<file path="config.mk">
export PLATFORM = sky130hd
export DESIGN_NAME = x64_unwind_code_decoder
export DESIGN_NICKNAME = d
export VERILOG_FILES = /design/src/rtl/core/x64uwd_pkg.sv /design/src/rtl/core/x64_unwind_code_decoder.sv
export SDC_FILE = /design/constraint.sdc
export NUM_CORES = 1
export LEC_CHECK = 0
export BUFFER_PORTS_ARGS = -buffer_cell sky130_fd_sc_hd__buf_2
export CAP_MARGIN = 20
export CORE_AREA = 5 5 280 282
export CTS_BUF_LIST = sky130_fd_sc_hd__clkbuf_4 sky130_fd_sc_hd__clkbuf_8
export CTS_CLUSTER_SIZE = 25
export DETAILED_ROUTE_END_ITERATION = 10
export DIE_AREA = 0 0 285 287
export SKIP_CTS_REPAIR_TIMING = 1
export SYNTH_ARGS = -nofsm -noshare
export SYNTH_HDL_FRONTEND = slang
export SYNTH_SLANG_ARGS = --single-unit
</file>
<file path="constraint.sdc">
create_clock -name clk -period 6.6 [get_ports clk]
set_input_delay 1.32 -clock clk [delete_from_list [all_inputs] [get_ports clk]]
set_output_delay 1.32 -clock clk [all_outputs]
set_load 0.1 [all_outputs]
</file>
<file path="src/rtl/core/x64uwd_pkg.sv">
// Package for the x64 unwind code decoder: slot and result transfer types,
// operation codes and fixed constants. It depends on nothing else.
package x64uwd_pkg;

    typedef struct packed {
        logic [15:0] slot_word;
        logic        start_of_record;
        logic        last_slot;
    } slot_t;

    typedef struct packed {
        logic               record_kind;
        logic [4:0]         reg_id;
        logic signed [31:0] frame_offset;
        logic               is_xmm;
        logic [31:0]        frame_size;
        logic [31:0]        stack_depth;
        logic               truncated;
        logic               last_result;
    } result_t;

    localparam logic [3:0] OP_PUSH_NONVOL    = 4'd0;
    localparam logic [3:0] OP_ALLOC_LARGE    = 4'd1;
    localparam logic [3:0] OP_ALLOC_SMALL    = 4'd2;
    localparam logic [3:0] OP_SAVE_NONVOL    = 4'd4;
    localparam logic [3:0] OP_SAVE_NONVOL_FAR = 4'd5;
    localparam logic [3:0] OP_SAVE_XMM128    = 4'd8;
    localparam logic [3:0] OP_SAVE_XMM128_FAR = 4'd9;
    localparam logic [3:0] OP_PUSH_MACHFRAME = 4'd10;

    localparam logic KIND_SAVE    = 1'b0;
    localparam logic KIND_SUMMARY = 1'b1;

    localparam logic [31:0] DEPTH_RESET      = 32'd8;
    localparam logic [31:0] PUSH_BYTES       = 32'd8;
    localparam logic [31:0] MACHFRAME_CODE   = 32'd48;
    localparam logic [31:0] MACHFRAME_NOCODE = 32'd40;

    localparam int FIFO_DEPTH = 4;
    localparam int PTR_W      = $clog2(FIFO_DEPTH);
    localparam int CNT_W      = $clog2(FIFO_DEPTH + 1);

endpackage

</file>
<file path="src/rtl/core/x64_unwind_code_decoder.sv">
// Top level of the x64 unwind code decoder: slot decode, running stack state
// and a four-entry result queue. It depends on x64uwd_pkg.
//
// The decoder takes one unwind code slot per cycle when not stalled and decodes
// it in the same cycle that it is transferred, updating the stack depth, frame
// size and operand state and writing its results into a four-entry result
// queue. A slot yields no result, one result, or two (a register save and the
// end-of-record summary), so slots with at most one result run at one per
// cycle when not stalled, and the sustained rate is bounded by the single
// result port, which delivers one result per cycle unless result_stall is
// high. Results are written into the queue at the edge that transfers the
// slot. Slot transfers stall while fewer than two queue entries are free.
module x64_unwind_code_decoder
    import x64uwd_pkg::*;
(
    input  logic    clk,
    input  logic    rst_n,
    input  logic    slot_valid,
    output logic    slot_stall,
    input  slot_t   slot,
    output logic    result_valid,
    input  logic    result_stall,
    output result_t result
);

    logic [31:0] stack_reg, stack_next;
    logic [31:0] alloc_reg, alloc_next;
    logic [3:0]  pop_reg, pop_next;
    logic [3:0]  preg_reg, preg_next;
    logic [1:0]  left_reg, left_next;
    logic [15:0] low_reg, low_next;

    result_t          fifo_reg [FIFO_DEPTH];
    logic [PTR_W-1:0] wr_ptr_reg, rd_ptr_reg;
    logic [CNT_W-1:0] count_reg;

    logic        slot_fire, result_fire;
    logic [31:0] stack_base, alloc_base;
    logic [3:0]  pop_base, preg_base, op, rg;
    logic [1:0]  left_base;
    logic        two;
    logic [31:0] val;
    logic        save, truncated;
    logic [4:0]  s_reg;
    logic [31:0] s_off;
    logic        s_xmm;
    result_t     save_rec, sum_rec;
    logic [1:0]  push_n;

    assign slot_fire   = slot_valid && !slot_stall;
    assign result_fire = result_valid && !result_stall;

    always_comb
    begin
        stack_base = slot.start_of_record ? DEPTH_RESET : stack_reg;
        alloc_base = slot.start_of_record ? 32'd0 : alloc_reg;
        pop_base   = slot.start_of_record ? 4'd0 : pop_reg;
        preg_base  = slot.start_of_record ? 4'd0 : preg_reg;
        left_base  = slot.start_of_record ? 2'd0 : left_reg;
        op = slot.slot_word[11:8];
        rg = slot.slot_word[15:12];
        two = (pop_base == OP_SAVE_NONVOL_FAR) || (pop_base == OP_SAVE_XMM128_FAR)
            || ((pop_base == OP_ALLOC_LARGE) && (preg_base != 4'd0));
        val = two ? {slot.slot_word, low_reg} : {16'd0, slot.slot_word};

        stack_next = stack_base;
        alloc_next = alloc_base;
        pop_next   = pop_base;
        preg_next  = preg_base;
        left_next  = left_base;
        low_next   = slot.start_of_record ? 16'd0 : low_reg;
        save  = 1'b0;
        s_reg = 5'd0;
        s_off = 32'd0;
        s_xmm = 1'b0;

        if (left_base == 2'd2)
        begin
            low_next  = slot.slot_word;
            left_next = 2'd1;
        end
        else if (left_base == 2'd1)
        begin
            left_next = 2'd0;
            case (pop_base)
                OP_ALLOC_LARGE:
                begin
                    alloc_next = alloc_base + (two ? val : {val[28:0], 3'd0});
                    stack_next = stack_base + (two ? val : {val[28:0], 3'd0});
                end
                OP_SAVE_NONVOL:
                begin
                    save  = 1'b1;
                    s_reg = {1'b0, preg_base};
                    s_off = {val[28:0], 3'd0};
                end
                OP_SAVE_NONVOL_FAR:
                begin
                    save  = 1'b1;
                    s_reg = {1'b0, preg_base};
                    s_off = val;
                end
                OP_SAVE_XMM128:
                begin
                    save  = 1'b1;
                    s_reg = {1'b1, preg_base};
                    s_off = {val[27:0], 4'd0};
                    s_xmm = 1'b1;
                end
                OP_SAVE_XMM128_FAR:
                begin
                    save  = 1'b1;
                    s_reg = {1'b1, preg_base};
                    s_off = val;
                    s_xmm = 1'b1;
                end
                default:
                begin
                end
            endcase
        end
        else
        begin
            pop_next  = op;
            preg_next = rg;
            case (op)
                OP_PUSH_NONVOL:
                begin
                    save       = 1'b1;
                    s_reg      = {1'b0, rg};
                    s_off      = 32'd0 - stack_base - PUSH_BYTES;
                    stack_next = stack_base + PUSH_BYTES;
                end
                OP_ALLOC_LARGE:
                begin
                    left_next = (rg != 4'd0) ? 2'd2 : 2'd1;
                end
                OP_ALLOC_SMALL:
                begin
                    alloc_next = alloc_base + {25'd0, ({1'b0, rg} + 5'd1), 2'd0} * 32'd2;
                    stack_next = stack_base + {25'd0, ({1'b0, rg} + 5'd1), 2'd0} * 32'd2;
                end
                OP_SAVE_NONVOL, OP_SAVE_XMM128:
                begin
                    left_next = 2'd1;
                end
                OP_SAVE_NONVOL_FAR, OP_SAVE_XMM128_FAR:
                begin
                    left_next = 2'd2;
                end
                OP_PUSH_MACHFRAME:
                begin
                    stack_next = stack_base
                        + ((rg != 4'd0) ? MACHFRAME_CODE : MACHFRAME_NOCODE);
                end
                default:
                begin
                end
            endcase
        end

        truncated = 1'b0;
        if (slot.last_slot)
        begin
            truncated = (left_next != 2'd0);
            left_next = 2'd0;
            low_next  = 16'd0;
            pop_next  = 4'd0;
            preg_next = 4'd0;
        end

        save_rec.record_kind  = KIND_SAVE;
        save_rec.reg_id       = s_reg;
        save_rec.frame_offset = s_off;
        save_rec.is_xmm       = s_xmm;
        save_rec.frame_size   = alloc_next;
        save_rec.stack_depth  = stack_next;
        save_rec.truncated    = 1'b0;
        save_rec.last_result  = !slot.last_slot;

        sum_rec.record_kind  = KIND_SUMMARY;
        sum_rec.reg_id       = 5'd0;
        sum_rec.frame_offset = 32'sd0;
        sum_rec.is_xmm       = 1'b0;
        sum_rec.frame_size   = alloc_next;
        sum_rec.stack_depth  = stack_next;
        sum_rec.truncated    = truncated;
        sum_rec.last_result  = 1'b1;

        push_n = slot_fire ? ({1'b0, save} + {1'b0, slot.last_slot}) : 2'd0;
    end

    assign slot_stall   = count_reg > CNT_W'(FIFO_DEPTH - 2);
    assign result_valid = count_reg != '0;
    assign result       = fifo_reg[rd_ptr_reg];

    always_ff @(posedge clk or negedge rst_n)
    begin
        if (!rst_n)
        begin
            stack_reg  <= DEPTH_RESET;
            alloc_reg  <= 32'd0;
            pop_reg    <= 4'd0;
            preg_reg   <= 4'd0;
            left_reg   <= 2'd0;
            low_reg    <= 16'd0;
            wr_ptr_reg <= '0;
            rd_ptr_reg <= '0;
            count_reg  <= '0;
        end
        else
        begin
            if (slot_fire)
            begin
                stack_reg <= stack_next;
                alloc_reg <= alloc_next;
                pop_reg   <= pop_next;
                preg_reg  <= preg_next;
                left_reg  <= left_next;
                low_reg   <= low_next;
            end
            wr_ptr_reg <= wr_ptr_reg + PTR_W'(push_n);
            if (result_fire)
            begin
                rd_ptr_reg <= rd_ptr_reg + PTR_W'(1);
            end
            count_reg <= count_reg + CNT_W'(push_n) - CNT_W'(result_fire);
        end
    end

    always_ff @(posedge clk)
    begin
        if (slot_fire)
        begin
            if (save)
            begin
                fifo_reg[wr_ptr_reg] <= save_rec;
                if (slot.last_slot)
                begin
                    fifo_reg[wr_ptr_reg + PTR_W'(1)] <= sum_rec;
                end
            end
            else if (slot.last_slot)
            begin
                fifo_reg[wr_ptr_reg] <= sum_rec;
            end
        end
    end

endmodule

</file>
==> results.toml, run 1 <==
[finish]
multi_input_comb_area_um2 = 15600
layout-drive-gt1-share = 0.167
fillCellCount = 7202
area_growth_pct = 12.0
nNetsFinal = 3294
regArea_um2 = 13400
largest_reg_flops = 416

[worst_setup_path]
critPathArrivalTime_ns = 5.61
cp-start-kind = "input port"
cp-end-kind = "flop"
crit_fanout = 11
required_ns = 7.00
crit_type = "input port to flop"
crit_start = "slot[1]"
r2r_start = "preg_reg[2]"

[synth]
postSynthCellCount = 3097
synth_area_leaders = "edfxtp_1 (26%), dfxtp_1 (10%), dfrtp_1 (8.0%)"
ys_types = 113
synth_nets = 3209
synth_top_area_share = 0.260
synth_edf_count = 260
syn_avg_cell_area_um2 = 9.68
synthArstFlopShare = 0.189
synthMostInstantiatedCell = "nor2_1"
yosys_most_used_dff = "edfxtp_1"
ys_seq_area_frac = 0.446
yosysTopAreaCell = "edfxtp_1"
syn_area_um2 = 30000
ys_top_cells_by_count = "nor2_1 (390), nand2_1 (387), edfxtp_1 (260)"
yosysWarnings = 0
ys_ff_latch = 513

[placed_design]
io_buffers = 128
routabilityCongestion = 1.03
dp_hpwl_um = 78400
pre_cts_ws_ns = 0.860

[drt]
viasPerCell = 6.13
drc_errors = 0
antenna_left = 0
wire_per_inst_um = 26.0
via_count = 26000
wl_um = 110000
dr.pass1.iters = 6
initialDrtViolationCount = 2970

[floorplan]
die_h_um = 287
die_x_um = 285
die_area_um2 = 81800
initial_core_util = 0.397
pin_count = 129
num_rows = 101
core-area_um2 = 75400

[power_and_ir_drop]
leakagePower_uw = 0.0126
peakVddDrop_mv = 0.296
powerDensity_nw_per_um2 = 429

[sta]
fmax_ghz = 0.192
clock_skew_ns = 0.0491
final.setup.tns_ns = 0
tightestPinTransition_ns = 1.10
timing_max_transition_violations_final = 0
finalCritPeriodShare = 0.790
hold_viol = 0
slew_headroom = 0.261
grt_setup_unrepaired = "no"
layout_min_cycle_time_ns = 5.21
setup_violations = 0
setup_slack_ns = 1.39

[clock_network]
cts-root-buf = "clkbuf_8"
cts_tree = "yes"
clk_pin_slew_ns = 0.06
numCtsBuffers = 88
htreeDepth = 3
clock_latency_ns = 0.71
cts.sinks = 513
clockBufferDepth = 3

[global_routing]
antenna_found_initial = 9
grt_max_degree = 99
grt_pass1_vias = 24900
grt-ovfl-total = 0
groute.usage.overall = 0.262
grt_pass1_wl_um = 164000

[min_path]
holdCritStartpoint = "fifo_reg[2][104]"
worst_hold_path_type = "flop to flop"

[flow_run]
drv_cap = 0

[outcome]
status = "finished clean"
kinds of logic (layout without fill, tap and decap cells):
logic type | after synthesis | count (layout) | synth area share
compound gates | 836 | 836 | 0.186
xor+xnor | 101 | 101 | 0.0295
fa+ha+maj | 93 | 93 | 0.0398
buf+inv | 277 | 427 | 0.0363
flops | 513 | 513 | 0.446
mux | 129 | 129 | 0.0866
other cells | 0 | 13 | 0
simple gates | 1148 | 1148 | 0.176
through the flow:
step	instances	utilization	instance area [um^2]	hold slack [ns]	power, uW
4_1_cts	4222	0.444	33500	0.449	14400
2_1_floorplan	3097	-	30000	0.418	9680
3_5_place_dp	4067	0.421	31700	0.440	11500
3_3_place_gp	4067	0.421	31700	0.430	11500
5_1_grt	4229	0.445	33600	0.462	15000
6_report	4238	0.445	33600	0.444	14400
worst max-delay path, cell delays in order:
cell     delay [ns]
buf_4          0.15
nor3_4         0.31
nand4_4        0.20
nand2_1        0.38
buf_4          0.24
nand2_1        0.12
inv_1          0.19
ha_1           0.26
a21o_1         0.21
a41oi_1        0.37
inv_1          0.12
o21ai_2        0.34
a21oi_1        0.13
or3_1          0.36
a31o_2         0.25
a31oi_1        0.55
nor2_1         0.11
worst paths after layout:
check / end / slack, ns / depth (start not counted)
min in group asynchronous: alloc_reg[25] / 0.70 / 1
max in group asynchronous: rd_ptr_reg[1] / 4.61 / 2
worst max register to register: fifo_reg[2][60] / 1.51 / 16
worst min register to register: fifo_reg[2][104] / 0.44 / 2
worst min-delay path: fifo_reg[2][104] / 0.44 / 2
worst max-delay path: fifo_reg[1][47] / 1.39 / 17
layout make-up:
| cell class | instances | area share |
|---|---|---|
| diodes | 13 | 0.000969 |
| clock buffers | 133 | 0.0478 |
| clock inverters | 22 | 0.00507 |
| inverters | 60 | 0.00686 |
| multi-input cells | 2307 | 0.465 |
| flip-flops and latches | 513 | 0.398 |
| well taps | 978 | 0.0364 |
| repair buffers | 212 | 0.0401 |
cells in the final DEF, fill, tap and decap left out, types with 68 or more instances in the layout:
cell type  Yosys  final
nand2_1      387    384
mux4_2       104    104
dfxtp_1      156    156
nor3_1        69     68
nor2_1       390    385
ha_1          85     85
a22o_1        85     85
a21oi_1      183    183
o21ai_0      237    237
buf_4          4     80
edfxtp_1     260    260
dfrtp_1       96     94
buf_2         25    126
clkbuf_8       0     97
where the power goes:
group          leakage, uW  internal [uW]  total (uW)  switching (uW)
Sequential         0.00494           3930        4470             535
Combinational      0.00675           1760        7000            5240
Clock             0.000937           1630        2950            1320
Total               0.0126           7320       14400            7090
routing by layer:
| layer | vias up | track usage | part of all wire |
|---|---|---|---|
| met5 | - | 0 | 0.00020 |
| li1 | 11600 | - | - |
| met4 | 4 | 0.106 | 0.039 |
| met1 | 12800 | 0.358 | 0.42 |
| met3 | 268 | 0.0595 | 0.092 |
| met2 | 1267 | 0.407 | 0.45 |
Power figures use the tool's default switching activity.
==> run 2: changes to the inputs <==
clock period = 5.43 ns   (was 6.6 ns; I/O delays follow)
==> run 2 against run 1 <==
  * Sequential share of layout area is 1.1 points lower
  * First-iteration DRC count decreased by 10%
  * Sequential cell count unchanged
  * Final area rose by 2.8%
==> results.toml, run 2 (same netlist as run 1, synthesis figures left out) <==
[outcome]
status = "finished clean"

[worst_setup_path]
cpLargestDelayFamily = "simple AND/OR/NAND/NOR gates"
crit_fanout = 15
critPathArrivalTime_ns = 5.54
crit_top_cell = "nand2_1"
cp-start-kind = "flop"
crit_chain = "or4_4 > and4_4 > nor2_2 > nand2_1 > nand2_1 > ha_1 > o21a_1 > o21ai_0 > a2111oi_2 > o2111ai_1 > o211ai_1 > a221oi_1 > or3_1 > nand3_1 > nor2_1"
required_ns = 5.87
crit_slowest_cell = "or4_4"
cp-end-kind = "flop"
path_buf_inv = 0
crit_type = "flop to flop"
cpPeakStageDelay_ns = 0.58

[min_path]
worst_hold_path_type = "input port to asynchronous set/reset pin"

[finish]
largest_reg_flops = 416
layout-drive-gt1-share = 0.191
area_growth_pct = 15.2
nNetsFinal = 3384
layout_common_cells = "nor2_1 (384), nand2_1 (384), edfxtp_1 (260), o21ai_0 (237), a21oi_1 (183)"

[power_and_ir_drop]
p_comb_frac = 0.488
clockPowerShare = 0.212
peakVddDrop_mv = 0.430
power_frac_seq = 0.301
powerDensity_nw_per_um2 = 523
swShare = 0.487
p_sw_uw = 8790
p_int_uw = 9250
leakagePower_uw = 0.0132

[sta]
grt_setup_unrepaired = "no"
setup_violations = 0
hold_viol = 0
layout_min_cycle_time_ns = 5.10
whs_ns = 0.401
slew_headroom = 0.179
clock_skew_ns = 0.0640
final.setup.tns_ns = 0
timing_max_transition_violations_final = 0
finalCritPeriodShare = 0.939
fmax_ghz = 0.196
tightestPinTransition_ns = 1.20

[drt]
antenna_left = 0
initialDrtViolationCount = 2673
wl_um = 114000
dr.pass1.iters = 6
viasPerCell = 6.05
via_count = 26200
drc_errors = 0
wire_per_inst_um = 26.2

[clock_network]
clockBufferDepth = 3
cts_tree = "yes"
clock_latency_ns = 0.73
clk_pin_slew_ns = 0.07
htreeDepth = 3
numCtsBuffers = 89
cts.sinks = 513
cts-root-buf = "clkbuf_8"

[floorplan]
die_area_um2 = 81800
num_rows = 101
initial_core_util = 0.397
core-area_um2 = 75400
die_h_um = 287
pin_count = 129
die_x_um = 285

[global_routing]
grt_pass1_vias = 25300
grt_pass1_wl_um = 167000
grt-ovfl-total = 0
antenna_found_initial = 7
groute.usage.overall = 0.270
grt_max_degree = 99

[flow_run]
drv_cap = 0

[placed_design]
routabilityCongestion = 1.04
io_buffers = 128
dp_hpwl_um = 81600
-- run 2: cell count changes in the layout (fill, tap and decap cells not counted), sizes merged --
| cell | delta |
|---|---|
| diode | -7 |
| bufinv | +3 |
| clkbuf | -6 |
| inv | +4 |
| clkinv | +8 |
| clkinvlp | -1 |
| buf | +89 |
-- run 2: area by class of cell --
cell class | count | area, um^2
sequential | 513 | 13400
clock buffer | 127 | 1580
timing repair buffer | 301 | 2160
tap | 978 | 1220
inverter | 60 | 230
fill | 7254 | 40900
clock inverter | 36 | 343
antenna | 6 | 15.0
multi-input combinational | 2307 | 15600
-- run 2: through the flow --
step                cell area, um^2  power (uW)   util  cells  setup WS, ns
floorplan                     30000       11800      -   3097         0.266
global placement              32600       14200  0.432   4158        -0.173
detailed placement            32600       14200  0.432   4158        -0.123
CTS                           34500       18100  0.457   4321         0.142
global route                  34500       18800  0.458   4324         0.133
finish                        34500       18000  0.458   4328         0.330
-- run 2: routing by layer --
layer / wire, um / vias up / track usage
met2: 50900 / 1220 / 0.418
met1: 47600 / 12900 / 0.367
met5: 13 / - / 0
met3: 10100 / 254 / 0.0645
li1: - / 11800 / -
met4: 4860 / 2 / 0.108
-- run 2: power by group through the flow --
stage               clock network [uW]  logic (uW)  registers (uW)
global route                      4090        9210            5500
finish                            3820        8800            5420
floorplan                            0        6630            5130
detailed placement                   0        8740            5480
global placement                     0        8730            5470
CTS                               3900        8760            5410
-- run 2: final timing paths --
path	slack, ns	cells past startpoint	startpoint	end
setup / recovery	0.33	15	preg_reg[2]	fifo_reg[3][64]
min in group clk	0.45	2	fifo_reg[1][83]	fifo_reg[1][83]
setup reg to reg	0.33	15	preg_reg[2]	fifo_reg[3][64]
max in group asynchronous	3.98	2	rst_n	stack_reg[7]
hold reg to reg	0.45	2	fifo_reg[1][83]	fifo_reg[1][83]
hold / removal	0.40	1	rst_n	alloc_reg[17]
